`config.mk`:
```
export PLATFORM = sky130hd
export DESIGN_NAME = line_range_address_parser
export DESIGN_NICKNAME = d
export VERILOG_FILES = /design/src/rtl/lrap_pkg.sv /design/src/rtl/line_range_address_parser.sv /design/src/rtl/lrap_csr.sv /design/src/rtl/lrap_in_stage.sv /design/src/rtl/lrap_parse_core.sv /design/src/rtl/lrap_out_stage.sv
export SDC_FILE = /design/constraint.sdc
export NUM_CORES = 1
export LEC_CHECK = 0
export ABC_CLOCK_PERIOD_IN_PS = 19150
export BUFFER_PORTS_ARGS = -buffer_cell sky130_fd_sc_hd__buf_2
export CORE_MARGIN = 5
export CORE_UTILIZATION = 30
export CTS_CLUSTER_SIZE = 20
export DETAILED_ROUTE_END_ITERATION = 7
export HOLD_SLACK_MARGIN = 0.1
export PLACE_DENSITY_LB_ADDON = 0.08
export SETUP_SLACK_MARGIN = 0.2
export SLEW_MARGIN = 20
export SYNTH_ARGS = -nofsm -noshare
export SYNTH_HDL_FRONTEND = slang
export SYNTH_HIERARCHICAL = 1
export SYNTH_SLANG_ARGS = --single-unit
```
`constraint.sdc`:
```
create_clock -name clock -period 19.15 [get_ports clock]
set_clock_uncertainty 0.05 [all_clocks]
set_input_delay 1.915 -clock clock [delete_from_list [all_inputs] [get_ports clock]]
set_output_delay 1.915 -clock clock [all_outputs]
set_load 0.005 [all_outputs]
```
`src/rtl/lrap_pkg.sv`:
```
// lrap_pkg: types, character codes and register indexes of the line range parser
// used by every rtl file of line_range_address_parser and by its checker
package lrap_pkg;

   localparam int LINE_BITS = 32;
   localparam int CH_BITS   = 8;
   localparam int IDX_BITS  = 16;
   localparam int CSR_IDX_BITS = 4;
   localparam int RSP_BITS  = 2 * LINE_BITS + IDX_BITS;

   typedef logic [LINE_BITS-1:0]    line_type;
   typedef logic [CH_BITS-1:0]      ch_type;
   typedef logic [IDX_BITS-1:0]     idx_type;
   typedef logic [CSR_IDX_BITS-1:0] csr_idx_type;

   localparam ch_type CH_NUL    = 8'h00;
   localparam ch_type CH_SPACE  = 8'h20;
   localparam ch_type CH_DOLLAR = 8'h24;
   localparam ch_type CH_PCT    = 8'h25;
   localparam ch_type CH_PLUS   = 8'h2B;
   localparam ch_type CH_COMMA  = 8'h2C;
   localparam ch_type CH_MINUS  = 8'h2D;
   localparam ch_type CH_DOT    = 8'h2E;
   localparam ch_type CH_ZERO   = 8'h30;
   localparam ch_type CH_NINE   = 8'h39;

   localparam csr_idx_type CSR_DOT_LINE   = 4'd0;
   localparam csr_idx_type CSR_LINE_COUNT = 4'd1;

   typedef enum logic [2:0] {
      PH_LEAD,
      PH_ADDR,
      PH_NUM,
      PH_BASE,
      PH_OFF,
      PH_AFTER_BEG,
      PH_DONE
   } phase_type;

   typedef enum logic [1:0] {
      SLOT_BEG,
      SLOT_LEAD_COMMA,
      SLOT_ADDR_COMMA
   } slot_type;

   typedef struct packed {
      line_type dot_line;
      line_type line_count;
   } cfg_type;

   typedef struct packed {
      logic   valid;
      ch_type ch;
   } item_type;

   typedef struct packed {
      idx_type  chars_used;
      line_type last_line;
      line_type first_line;
   } result_type;

endpackage

```
`src/rtl/line_range_address_parser.sv`:
```
// line_range_address_parser: top level of the editor line range parser
// depends on lrap_pkg, lrap_csr, lrap_in_stage, lrap_parse_core, lrap_out_stage
//
//   channel | dir | handshake             | payload
//   req     | in  | req_tvalid/req_tready | tdata[7:0] ch
//   rsp     | out | rsp_tvalid/rsp_tready | tdata[31:0] first_line, [63:32] last_line,
//           |     |                       |   [79:64] chars_used
//   csr     | in  | csr_valid/csr_ready   | csr_index, csr_wdata
//
// one character per cycle, but a nul stalls while the result register is full; a result
// leaves through the input register and then the result register after its nul transaction
// reset is synchronous and clears control state and the csr registers only, no clearing pass
// a nul waits in the input register while the result register is full and rsp_tready is low
module line_range_address_parser
   import lrap_pkg::*;
(
   input  logic                clock,
   input  logic                reset,
   input  logic                req_tvalid,
   output logic                req_tready,
   input  logic [7:0]          req_tdata,   // ch
   output logic                rsp_tvalid,
   input  logic                rsp_tready,
   output logic [RSP_BITS-1:0] rsp_tdata,   // first_line, last_line, chars_used
   input  logic                csr_valid,
   output logic                csr_ready,
   input  csr_idx_type         csr_index,
   input  line_type            csr_wdata
);

   cfg_type    cfg;
   item_type   item;
   logic       advance;
   logic       out_free;
   logic       res_valid;
   result_type res;

   assign advance = item.valid && ((item.ch != CH_NUL) || out_free);

   lrap_csr u_csr (
      .clock     (clock),
      .reset     (reset),
      .csr_valid (csr_valid),
      .csr_ready (csr_ready),
      .csr_index (csr_index),
      .csr_wdata (csr_wdata),
      .cfg       (cfg)
   );

   lrap_in_stage u_in_stage (
      .clock      (clock),
      .reset      (reset),
      .req_tvalid (req_tvalid),
      .req_tready (req_tready),
      .req_tdata  (req_tdata),
      .advance    (advance),
      .item       (item)
   );

   lrap_parse_core u_parse_core (
      .clock     (clock),
      .reset     (reset),
      .step      (advance),
      .ch        (item.ch),
      .cfg       (cfg),
      .res_valid (res_valid),
      .res       (res)
   );

   lrap_out_stage u_out_stage (
      .clock      (clock),
      .reset      (reset),
      .load       (res_valid),
      .res        (res),
      .free       (out_free),
      .rsp_tvalid (rsp_tvalid),
      .rsp_tready (rsp_tready),
      .rsp_tdata  (rsp_tdata)
   );

endmodule

```
`src/rtl/lrap_csr.sv`:
```
// lrap_csr: dot_line and line_count registers behind the csr write channel
// depends on lrap_pkg
module lrap_csr
   import lrap_pkg::*;
(
   input  logic        clock,
   input  logic        reset,
   input  logic        csr_valid,
   output logic        csr_ready,
   input  csr_idx_type csr_index,
   input  line_type    csr_wdata,
   output cfg_type     cfg
);

   cfg_type cfg_ff;
   cfg_type cfg_in;

   always_comb begin
      cfg_in = cfg_ff;
      if (csr_valid) begin
         unique case (csr_index)
            CSR_DOT_LINE: begin
               cfg_in.dot_line = csr_wdata;
            end
            CSR_LINE_COUNT: begin
               cfg_in.line_count = csr_wdata;
            end
            default: begin
            end
         endcase
      end
   end

   always_ff @(posedge clock) begin
      if (reset) begin
         cfg_ff <= '0;
      end else begin
         cfg_ff <= cfg_in;
      end
   end

   assign csr_ready = 1'b1;
   assign cfg       = cfg_ff;

endmodule

```
`src/rtl/lrap_in_stage.sv`:
```
// lrap_in_stage: input register for one character transaction
// depends on lrap_pkg
module lrap_in_stage
   import lrap_pkg::*;
(
   input  logic     clock,
   input  logic     reset,
   input  logic     req_tvalid,
   output logic     req_tready,
   input  ch_type   req_tdata,
   input  logic     advance,
   output item_type item
);

   logic   valid_ff;
   logic   valid_in;
   ch_type ch_ff;
   ch_type ch_in;
   logic   accept;

   assign req_tready = !valid_ff || advance;
   assign accept     = req_tvalid && req_tready;

   always_comb begin
      valid_in = valid_ff;
      ch_in    = ch_ff;
      if (accept) begin
         valid_in = 1'b1;
         ch_in    = req_tdata;
      end else if (advance) begin
         valid_in = 1'b0;
      end
   end

   always_ff @(posedge clock) begin
      if (reset) begin
         valid_ff <= 1'b0;
      end else begin
         valid_ff <= valid_in;
      end
   end

   always_ff @(posedge clock) begin
      ch_ff <= ch_in;
   end

   assign item = '{valid: valid_ff, ch: ch_ff};

endmodule

```
`src/rtl/lrap_parse_core.sv`:
```
// lrap_parse_core: parser state machine, digit accumulator and offset arithmetic
// depends on lrap_pkg
module lrap_parse_core
   import lrap_pkg::*;
(
   input  logic       clock,
   input  logic       reset,
   input  logic       step,
   input  ch_type     ch,
   input  cfg_type    cfg,
   output logic       res_valid,
   output result_type res
);

   phase_type  phase_ff, phase_in;
   slot_type   slot_ff, slot_in;
   idx_type    idx_ff, idx_in;
   line_type   num_ff, num_in;
   line_type   off_ff, off_in;
   logic       neg_ff, neg_in;
   logic       digits_ff, digits_in;
   logic       ovf_ff, ovf_in;
   line_type   start_ff, start_in;
   line_type   base_ff, base_in;
   idx_type    bend_ff, bend_in;
   idx_type    astart_ff, astart_in;
   result_type res_ff, res_in;

   logic       fin;
   result_type fin_res;

   logic       is_digit, is_sign;
   idx_type    idx_inc;
   line_type   acc_src;
   logic [LINE_BITS+3:0] acc10;
   logic       acc_ovf;
   line_type   off_one;
   logic [LINE_BITS:0] off_sum;
   logic       off_ok;
   line_type   off_val;

   function automatic result_type addr_fail(slot_type s, line_type st, idx_type used,
                                            cfg_type c);
      result_type r;
      r.chars_used = used;
      unique case (s)
         SLOT_LEAD_COMMA: begin
            r.first_line = st;
            r.last_line  = c.dot_line;
         end
         SLOT_ADDR_COMMA: begin
            r.first_line = st;
            r.last_line  = c.line_count;
         end
         default: begin
            r.first_line = c.dot_line;
            r.last_line  = c.dot_line;
         end
      endcase
      return r;
   endfunction

   assign is_digit = (ch >= CH_ZERO) && (ch <= CH_NINE);
   assign is_sign  = (ch == CH_PLUS) || (ch == CH_MINUS);
   assign idx_inc  = (idx_ff == '1) ? idx_ff : idx_ff + 1'b1;

   // acc * 10 + digit, shared by the number and the offset
   assign acc_src = (phase_ff == PH_OFF) ? off_ff : num_ff;
   assign acc10   = {1'b0, acc_src, 3'b000} + {3'b000, acc_src, 1'b0}
                  + {{LINE_BITS{1'b0}}, ch[3:0]};
   assign acc_ovf = ovf_ff || (|acc10[LINE_BITS+3:LINE_BITS]);

   assign off_one = digits_ff ? off_ff : LINE_BITS'(1);
   assign off_sum = {1'b0, base_ff} + {1'b0, off_one};
   assign off_ok  = !ovf_ff && (neg_ff ? (off_one <= base_ff) : !off_sum[LINE_BITS]);
   assign off_val = neg_ff ? base_ff - off_one : off_sum[LINE_BITS-1:0];

   always_comb begin : next_state
      phase_type ph;
      slot_type  sl;
      line_type  st;
      idx_type   as_w;
      line_type  bs;
      logic      ok_go;
      line_type  ok_val;

      ph     = phase_ff;
      sl     = slot_ff;
      st     = start_ff;
      as_w   = astart_ff;
      bs     = base_ff;
      ok_go  = 1'b0;
      ok_val = '0;

      phase_in  = phase_ff;
      slot_in   = slot_ff;
      num_in    = num_ff;
      off_in    = off_ff;
      neg_in    = neg_ff;
      digits_in = digits_ff;
      ovf_in    = ovf_ff;
      start_in  = start_ff;
      base_in   = base_ff;
      bend_in   = bend_ff;
      astart_in = astart_ff;
      fin       = 1'b0;
      fin_res   = '0;

      if (ph == PH_LEAD) begin
         priority if (ch == CH_SPACE) begin
            phase_in = PH_LEAD;
         end else if (ch == CH_NUL) begin
            fin      = 1'b1;
            fin_res  = '{chars_used: idx_ff, last_line: cfg.dot_line,
                         first_line: cfg.dot_line};
            phase_in = PH_DONE;
         end else if (ch == CH_PCT) begin
            fin      = 1'b1;
            fin_res  = '{chars_used: idx_inc, last_line: cfg.line_count,
                         first_line: LINE_BITS'(1)};
            phase_in = PH_DONE;
         end else if (ch == CH_COMMA) begin
            start_in  = cfg.dot_line;
            slot_in   = SLOT_LEAD_COMMA;
            astart_in = idx_inc;
            phase_in  = PH_ADDR;
         end else begin
            sl        = SLOT_BEG;
            slot_in   = SLOT_BEG;
            as_w      = idx_ff;
            astart_in = idx_ff;
            ph        = PH_ADDR;
         end
      end

      if (ph == PH_ADDR) begin
         priority if ((ch == CH_DOT) || (ch == CH_DOLLAR)) begin
            base_in  = (ch == CH_DOT) ? cfg.dot_line : cfg.line_count;
            bend_in  = idx_inc;
            phase_in = PH_BASE;
         end else if (is_sign) begin
            base_in   = cfg.dot_line;
            bend_in   = idx_ff;
            neg_in    = (ch == CH_MINUS);
            off_in    = '0;
            digits_in = 1'b0;
            ovf_in    = 1'b0;
            phase_in  = PH_OFF;
         end else if (is_digit) begin
            num_in   = {{(LINE_BITS-4){1'b0}}, ch[3:0]};
            ovf_in   = 1'b0;
            phase_in = PH_NUM;
         end else begin
            fin      = 1'b1;
            fin_res  = addr_fail(sl, st, as_w, cfg);
            phase_in = PH_DONE;
         end
      end

      if (ph == PH_NUM) begin
         priority if (is_digit) begin
            ovf_in = acc_ovf;
            if (!acc_ovf) begin
               num_in = acc10[LINE_BITS-1:0];
            end
         end else if (ovf_ff) begin
            fin      = 1'b1;
            fin_res  = addr_fail(sl, st, as_w, cfg);
            phase_in = PH_DONE;
         end else begin
            bs      = num_ff;
            base_in = num_ff;
            bend_in = idx_ff;
            ph      = PH_BASE;
         end
      end

      if (ph == PH_BASE) begin
         if (is_sign) begin
            neg_in    = (ch == CH_MINUS);
            off_in    = '0;
            digits_in = 1'b0;
            ovf_in    = 1'b0;
            phase_in  = PH_OFF;
         end else begin
            ok_go  = 1'b1;
            ok_val = bs;
         end
      end

      if (ph == PH_OFF) begin
         priority if (is_digit) begin
            ovf_in    = acc_ovf;
            digits_in = 1'b1;
            if (!acc_ovf) begin
               off_in = acc10[LINE_BITS-1:0];
            end
         end else if (off_ok) begin
            ok_go  = 1'b1;
            ok_val = off_val;
         end else begin
            // failed offset keeps the base address
            fin      = 1'b1;
            fin_res  = '{chars_used: bend_ff, last_line: base_ff,
                         first_line: (sl == SLOT_BEG) ? base_ff : st};
            phase_in = PH_DONE;
         end
      end

      if (ok_go) begin
         if (sl == SLOT_BEG) begin
            st       = ok_val;
            start_in = ok_val;
            ph       = PH_AFTER_BEG;
         end else begin
            fin      = 1'b1;
            fin_res  = '{chars_used: idx_ff, last_line: ok_val, first_line: st};
            phase_in = PH_DONE;
         end
      end

      if (ph == PH_AFTER_BEG) begin
         priority if (ch == CH_SPACE) begin
            phase_in = PH_AFTER_BEG;
         end else if (ch == CH_COMMA) begin
            slot_in   = SLOT_ADDR_COMMA;
            astart_in = idx_inc;
            phase_in  = PH_ADDR;
         end else begin
            fin      = 1'b1;
            fin_res  = '{chars_used: idx_ff, last_line: st, first_line: st};
            phase_in = PH_DONE;
         end
      end

      // end of text rearms the parser
      if (ch == CH_NUL) begin
         phase_in = PH_LEAD;
         slot_in  = SLOT_BEG;
         idx_in   = '0;
      end else begin
         idx_in = idx_inc;
      end
   end

   always_comb begin : outputs
      res_in    = fin ? fin_res : res_ff;
      res       = (phase_ff == PH_DONE) ? res_ff : fin_res;
      res_valid = step && (ch == CH_NUL);
   end

   always_ff @(posedge clock) begin
      if (reset) begin
         phase_ff <= PH_LEAD;
         slot_ff  <= SLOT_BEG;
         idx_ff   <= '0;
      end else if (step) begin
         phase_ff <= phase_in;
         slot_ff  <= slot_in;
         idx_ff   <= idx_in;
      end
   end

   always_ff @(posedge clock) begin
      if (step) begin
         num_ff    <= num_in;
         off_ff    <= off_in;
         neg_ff    <= neg_in;
         digits_ff <= digits_in;
         ovf_ff    <= ovf_in;
         start_ff  <= start_in;
         base_ff   <= base_in;
         bend_ff   <= bend_in;
         astart_ff <= astart_in;
         res_ff    <= res_in;
      end
   end

endmodule

```
`src/rtl/lrap_out_stage.sv`:
```
// lrap_out_stage: result register on the rsp side
// depends on lrap_pkg
module lrap_out_stage
   import lrap_pkg::*;
(
   input  logic                clock,
   input  logic                reset,
   input  logic                load,
   input  result_type          res,
   output logic                free,
   output logic                rsp_tvalid,
   input  logic                rsp_tready,
   output logic [RSP_BITS-1:0] rsp_tdata
);

   logic       valid_ff;
   logic       valid_in;
   result_type res_ff;

   assign free = !valid_ff || rsp_tready;

   always_comb begin
      valid_in = valid_ff;
      if (load) begin
         valid_in = 1'b1;
      end else if (rsp_tready) begin
         valid_in = 1'b0;
      end
   end

   always_ff @(posedge clock) begin
      if (reset) begin
         valid_ff <= 1'b0;
      end else begin
         valid_ff <= valid_in;
      end
   end

   always_ff @(posedge clock) begin
      if (load) begin
         res_ff <= res;
      end
   end

   assign rsp_tvalid = valid_ff;
   assign rsp_tdata  = {res_ff.chars_used, res_ff.last_line, res_ff.first_line};

endmodule

```
## After elaboration in Yosys (flattened, before gate mapping)

Index checks and enable logic that the tools add are counted.

- Memory bits (writable): 0
- Memory bits (read-only): 0
- Memories: 0
- Register bits: 418
- Latch bits: 0
- Word-level logic and storage cells: 257

- Reduce and logical (&&, ||, !) cells: 26
- Order comparisons: 3
- Bitwise operators: 0
- Eq/ne operators: 18
- Divide/modulo/power cells: 0
- Add/sub/neg operators: 5
- Multiply operators: 0
- Shift-type cells: 0
- Muxes and demuxes: 182

Operators by type and width:

| operator | number |
|---|---|
| $mux W80 | 20 |
| $mux W32 | 43 |
| $mux W16 | 21 |
| $pmux W64 S2 | 1 |
| $mux W3 | 33 |
| $eq A8 B6 Y1 const B | 7 |
| $mux W1 | 52 |
| $add A35 B33 Y36 | 1 |
| $add A36 B4 Y36 | 1 |
| $add A32 B32 Y33 | 1 |
| $le A32 B32 Y1 | 1 |
| $sub A32 B32 Y32 | 1 |
| $mux W2 | 12 |
| $add A16 B1 Y16 const B | 1 |
| $eq A16 B16 Y1 const B | 1 |
| $eq A3 B3 Y1 const B | 4 |
| $ge A8 B6 Y1 const B | 1 |
| $le A8 B6 Y1 const B | 1 |
| $logic_not A8 Y1 | 1 |
| $reduce_bool A8 Y1 | 1 |
| $eq A3 B2 Y1 const B | 2 |
| $logic_or A1 B1 Y1 | 6 |
| $reduce_and A2 Y1 | 3 |
| $logic_and A1 B1 Y1 | 5 |
| other kinds (10) | 14 |

## Longest topological paths before layout

- Depth in word-level cells: 24
- Mapped depth: 21

## Modules after synthesis

The synthesis kept the hierarchy.

By module, submodules not included:

| module | area an instance (um2) | times used | seq. area each (um2) | cells each |
|---|---|---|---|---|
| lrap_parse_core | 22957.0 | 1 | 7717.4 | 2624 |
| lrap_csr | 2721.4 | 1 | 1281.2 | 248 |
| lrap_out_stage | 2448.6 | 1 | 2422.3 | 84 |
| lrap_in_stage | 302.8 | 1 | 260.2 | 14 |
| line_range_address_parser | 25.0 | 1 | 0.0 | 5 |

## Least setup slack after synthesis

No wires, ideal clock.

- Path type: in2reg
- Start: input rsp_tready
- End: register u_out_stage.res_ff (netlist bit u_out_stage/rsp_tdata[0]), enable pin
- Data arrival time: 15.079 ns
- Required time: 18.579 ns
- Stages on the path: 7
- Path slack: 3.500 ns
- Cells stage by stage: nand2b_4 nor4_1 a31oi_1 clkbuf_1 inv_1 clkbuf_1 nor2_1

- Cells in the longest elaborated chain, start to end: 4

RTL lines:

| what | line | RTL |
|---|---|---|
| start: declaration | line_range_address_parser.sv:23 | `input logic rsp_tready,` |
| $logic_or A1 B1 Y1 | lrap_out_stage.sv:20 | `assign free = !valid_ff \|\| rsp_tready;` |
| $logic_or A1 B1 Y1 | line_range_address_parser.sv:38 | `assign advance = item.valid && ((item.ch != CH_NUL) \|\| out_free);` |
| $logic_and A1 B1 Y1 | line_range_address_parser.sv:38 |  |
| named net advance | line_range_address_parser.sv:33 | `logic advance;` |
| $logic_and A1 B1 Y1 | lrap_parse_core.sv:249 | `res_valid = step && (ch == CH_NUL);` |
| named net res_valid | line_range_address_parser.sv:35 | `logic res_valid;` |
| end signal: assignment | lrap_out_stage.sv:41 | `res_ff <= res;` |
| end: declaration | lrap_out_stage.sv:18 | `result_type res_ff;` |

The timed path passes the listed nets, and every way through them passes these cells.
A chain may end at the register's enable or synchronous reset.

## Worst setup path after layout

- Start: register u_parse_core.digits_ff
- End: register u_parse_core/res_ff[7] (netlist name), enable pin

- Cells in the longest elaborated chain, start to end: 14

RTL lines:

| what | line | RTL |
|---|---|---|
| start: declaration | lrap_parse_core.sv:21 | `logic digits_ff, digits_in;` |
| start signal: assignment | lrap_parse_core.sv:269 | `digits_ff <= digits_in;` |
| $mux W32 * | lrap_parse_core.sv:73 | `assign off_one = digits_ff ? off_ff : LINE_BITS'(1);` |
| $add A32 B32 Y33 | lrap_parse_core.sv:74 | `assign off_sum = {1'b0, base_ff} + {1'b0, off_one};` |
| $logic_not A1 Y1 | lrap_parse_core.sv:75 | `assign off_ok = !ovf_ff && (neg_ff ? (off_one <= base_ff) : !off_sum[LINE_BITS]);` |
| $mux W1 * | lrap_parse_core.sv:75 |  |
| $logic_and A1 B1 Y1 * | lrap_parse_core.sv:75 |  |
| $mux W1 | lrap_parse_core.sv:198 | `end else if (off_ok) begin` |
| $mux W1 | lrap_parse_core.sv:192 | `priority if (is_digit) begin` |
| $mux W1 | lrap_parse_core.sv:191 | `if (ph == PH_OFF) begin` |
| $mux W1 | lrap_parse_core.sv:211 | `if (sl == SLOT_BEG) begin` |
| $mux W1 | lrap_parse_core.sv:210 | `if (ok_go) begin` |
| $mux W1 | lrap_parse_core.sv:225 | `end else if (ch == CH_COMMA) begin` |
| $mux W1 | lrap_parse_core.sv:223 | `priority if (ch == CH_SPACE) begin` |
| $mux W1 * | lrap_parse_core.sv:222 | `if (ph == PH_AFTER_BEG) begin` |
| $reduce_and A2 Y1 (no source line) * | - |  |
| end signal: assignment | lrap_parse_core.sv:275 | `res_ff <= res_in;` |
| end: declaration | lrap_parse_core.sv:27 | `result_type res_ff, res_in;` |

Mark *: on every way between the ends. The rest lies on a longest branch, timed or not.

==> impl_metrics.csv <==
group,metric,value,unit
status,status,"finished, final reports clean",
pwr,p_switching,0.915,mW
clock_tree,cts_resized,0,
grt,grt_pass1_wl,167000,um
clock_tree,clock_path_buffers,3,
grt,grt_max_degree,71,
sta,relSlewSlack,22.5,%
die,core-area,0.0946,mm^2
grt,grt.total_usage,21.6,%
pwr,power.density,87.9,mW/mm^2
synthesis,synth.ff_latch_count,418,
synthesis,syn_avg_cell_area,9.56,um^2
pwr,seqPwrFrac,39.0,%
synthesis,yosysWarnings,6,
final_layout,area_growth,12.2,%
final_layout,multi_input_area,0.0155,mm^2
synthesis,async_flop_share,0,%
setup_path,timing.rr.start,"u_parse_core/digits_ff",
die,dieArea,0.101,mm^2
sta,max_clock_freq,149,MHz
placed_design,port_buffers,130,
synthesis,ys.flop_type,"edfxtp_1",
synthesis,synthCells,2975,
pwr,internal_power,1.89,mW
setup_path,cp_cell_sequence,"buf_4, nand2_1, ha_1, nand2_1, nor3_1, o31ai_2, a31oi_4, a311oi_2, nor3_4, a21oi_4, o21ai_2, nor4bb_1, nor2_4, buf_4",
worst_hold_path,hold_path.startpoint,"u_csr/cfg[20]",
synthesis,synth_top_area_share,34.9,%
grt,grt_pass1_vias,24000,
final_layout,ff_latch_area,0.0117,mm^2
grt,antenna_found_initial,0,
clock_tree,clk_pin_slew,0.06,ns
die,num_rows,113,
die,die_h,318,um
clock_tree,clk_latency,0.63,ns
setup_path,crit_arrival,6.89,ns
sta,setup_viol,0,
pwr,clockPowerShare,37.0,%
final_layout,drive_above_1_share,13.9,%
sta,finalCriticalPeriod,6.70,ns
pwr,total_power,2.81,mW
sta,drv_slew,0,
clock_tree,tritoncts,"built",
sta,fin_worst_hold_slack,0.450,ns
detailed_routing,drcViolationCount,0,
final_layout,nFillCells,9725,
placed_design,dpl_cell_area,0.0301,mm^2
setup_path,cp.required,19.35,ns
pwr,combPwrFrac,24.0,%
sta,fin_crit_sh,35.0,%
synthesis,yosysMostFrequentCell,"nand2_1",
setup_path,worst-setup-path-type,"reg2reg",
setup_path,crit_path_end_kind,"flip-flop",
pwr,ir_drop,0.0000631,V
detailed_routing,routed_wl,115000,um
clock_tree,holdBufCountCts,0,
setup_path,max_stage_delay,0.89,ns
final_layout,final_cell_area,0.0319,mm^2
synthesis,yosysSeqAreaShare,41.1,%
final_layout,finish.utilization,33.8,%
die,initial_core_util,30.1,%
die,die_w,318,um
clock_tree,clock-root-buffer,"clkbuf_16",
synthesis,synth.area.top_cells,"edfxtp_1 (35%), dfxtp_1 (6.1%), ha_1 (5.8%), mux2i_1 (5.4%), nand2_1 (5.1%)",
die,pin_count,132,
sta,rsz0062_at_grt,"no",
synthesis,synth_edf_count,331,
flow_run,max_cap_violations,0,
sta,finalHoldViolCount,0,
pwr,p_sw_share,32.6,%
setup_path,startpoint_type,"flip-flop",
detailed_routing,first_iter_violations,2657,
detailed_routing,first_pass_iters,6,
placed_design,dp_hpwl,81300,um
detailed_routing,ant_nets,0,
clock_tree,h-tree-depth,2,
grt,gr-total-overflow,0,
detailed_routing,vias,24600,
sta,worstMarginPinSlew,1.16,ns
detailed_routing,wire_per_inst,26.5,um
pwr,p_leak,12.2,nW
worst_hold_path,hp-class,"reg2reg",
clock_tree,numCtsBuffers,53,
synthesis,synth_cell_types,119,
synthesis,synth_top_area_cell,"edfxtp_1",
clock_tree,cts_num_sinks,418,
synthesis,synth_fp_nets,3159,
synthesis,synth_commonest_cells,"nand2_1 (387), edfxtp_1 (331), a21oi_1 (214)",
synthesis,netlist_area,0.0285,mm^2
setup_path,crit_start,"u_parse_core/digits_ff",
final_layout,final_nets,3186,
clock_tree,postCtsSetupBuffers,0,
detailed_routing,vias_per_cell,5.70,
sta,tns,0,ns
setup_path,cp_max_fo,51,
placed_design,gp_congestion,0.929,
setup_path,cpMaxStageDelayCell,"o21ai_2",
==> cells by family (layout without fill, tap and decap cells) <==
group	after synthesis	count (layout)	synth area share, %
adder cells (fa/ha/maj)	135	135	6.04
buffers and inverters	300	372	4.80
flip-flops	418	418	41.1
other	1	5	0.0132
XOR/XNOR	65	65	2.00
AO/OA/AOI/OAI	898	898	21.5
AND/OR/NAND/NOR	913	913	15.5
multiplexers	245	245	9.02
==> final cells by class <==
class	instances	share of cell area [%]
multi-input cells	2257	48.6
flip-flops and latches	418	36.6
well taps	1265	4.96
clock buffers	71	4.43
repair buffers	173	3.08
inverters	99	1.16
clock inverters	29	1.12
diodes	4	0.0314
==> path summary, 6_finish.rpt <==
check	slack [ns]	to	cells past startpoint
setup / recovery	12.45	u_parse_core/res_ff[7]	14
hold / removal	0.45	u_csr/cfg[20]	2
setup reg to reg	12.45	u_parse_core/res_ff[7]	14
hold reg to reg	0.45	u_csr/cfg[20]	2
==> registers in the layout, indices dropped and copies added, names as in the netlist, named ones only <==
signal,flops
u_out_stage/rsp_tvalid,1
u_parse_core/ovf_ff,1
u_parse_core/idx_ff,16
u_csr/cfg,64
u_parse_core/bend_ff,16
u_parse_core/num_ff,32
u_out_stage/rsp_tdata,80
u_parse_core/res_ff,80
u_parse_core/digits_ff,1
u_in_stage/ch_ff,8
u_parse_core/astart_ff,16
u_parse_core/start_ff,32
u_parse_core/base_ff,32
u_parse_core/phase_ff,3
u_parse_core/slot_ff,2
u_in_stage/valid_ff,1
u_parse_core/off_ff,32
==> routing by layer <==
metal  wire [um]  GRT usage, %  up-vias
met5           0             0        -
met2       48800          32.6     1022
met4        1850          3.86        0
met1       55700          32.5    12300
met3        8280          3.87      128
li1            -             -    11200
==> cells in the final DEF (no fill, tap or decap), drive strengths merged, types with 87 or more instances in the layout <==
cell type,Yosys,final
a21oi,222,222
mux2i,153,153
inv,99,101
ha,131,131
buf,78,173
mux2,92,92
nand2b,128,128
nor2,168,168
edfxtp,331,331
dfxtp,87,87
nand2,390,390
o21ai,204,204
==> through the flow <==
| step | setup slack, ns | cells |
|---|---|---|
| after floorplan | 3.50 | 2975 |
| after global placement | 12.55 | 4211 |
| after detailed placement | 12.36 | 4211 |
| after CTS | 12.31 | 4311 |
| after global routing | 12.05 | 4312 |
| final | 12.45 | 4316 |
==> critical path, delay by kind of cell (launching register included) <==
family	cells	cell delay [ns]
buffers and inverters	2	1.12
AND/OR/NAND/NOR	6	2.09
adder cells (fa/ha/maj)	1	0.57
AO/OA/AOI/OAI	5	1.69
flip-flops	1	0.65
==> power by group through the flow <==
stage / registers [mW] / clock network (mW) / logic [mW]
detailed placement: 1.11 / 0 / 0.666
finish: 1.09 / 1.04 / 0.672
global route: 1.10 / 1.10 / 0.732
floorplan: 1.10 / 0 / 0.459
global placement: 1.11 / 0 / 0.663
CTS: 1.09 / 1.06 / 0.668
No activity file was read; power rests on OpenSTA's default activity.
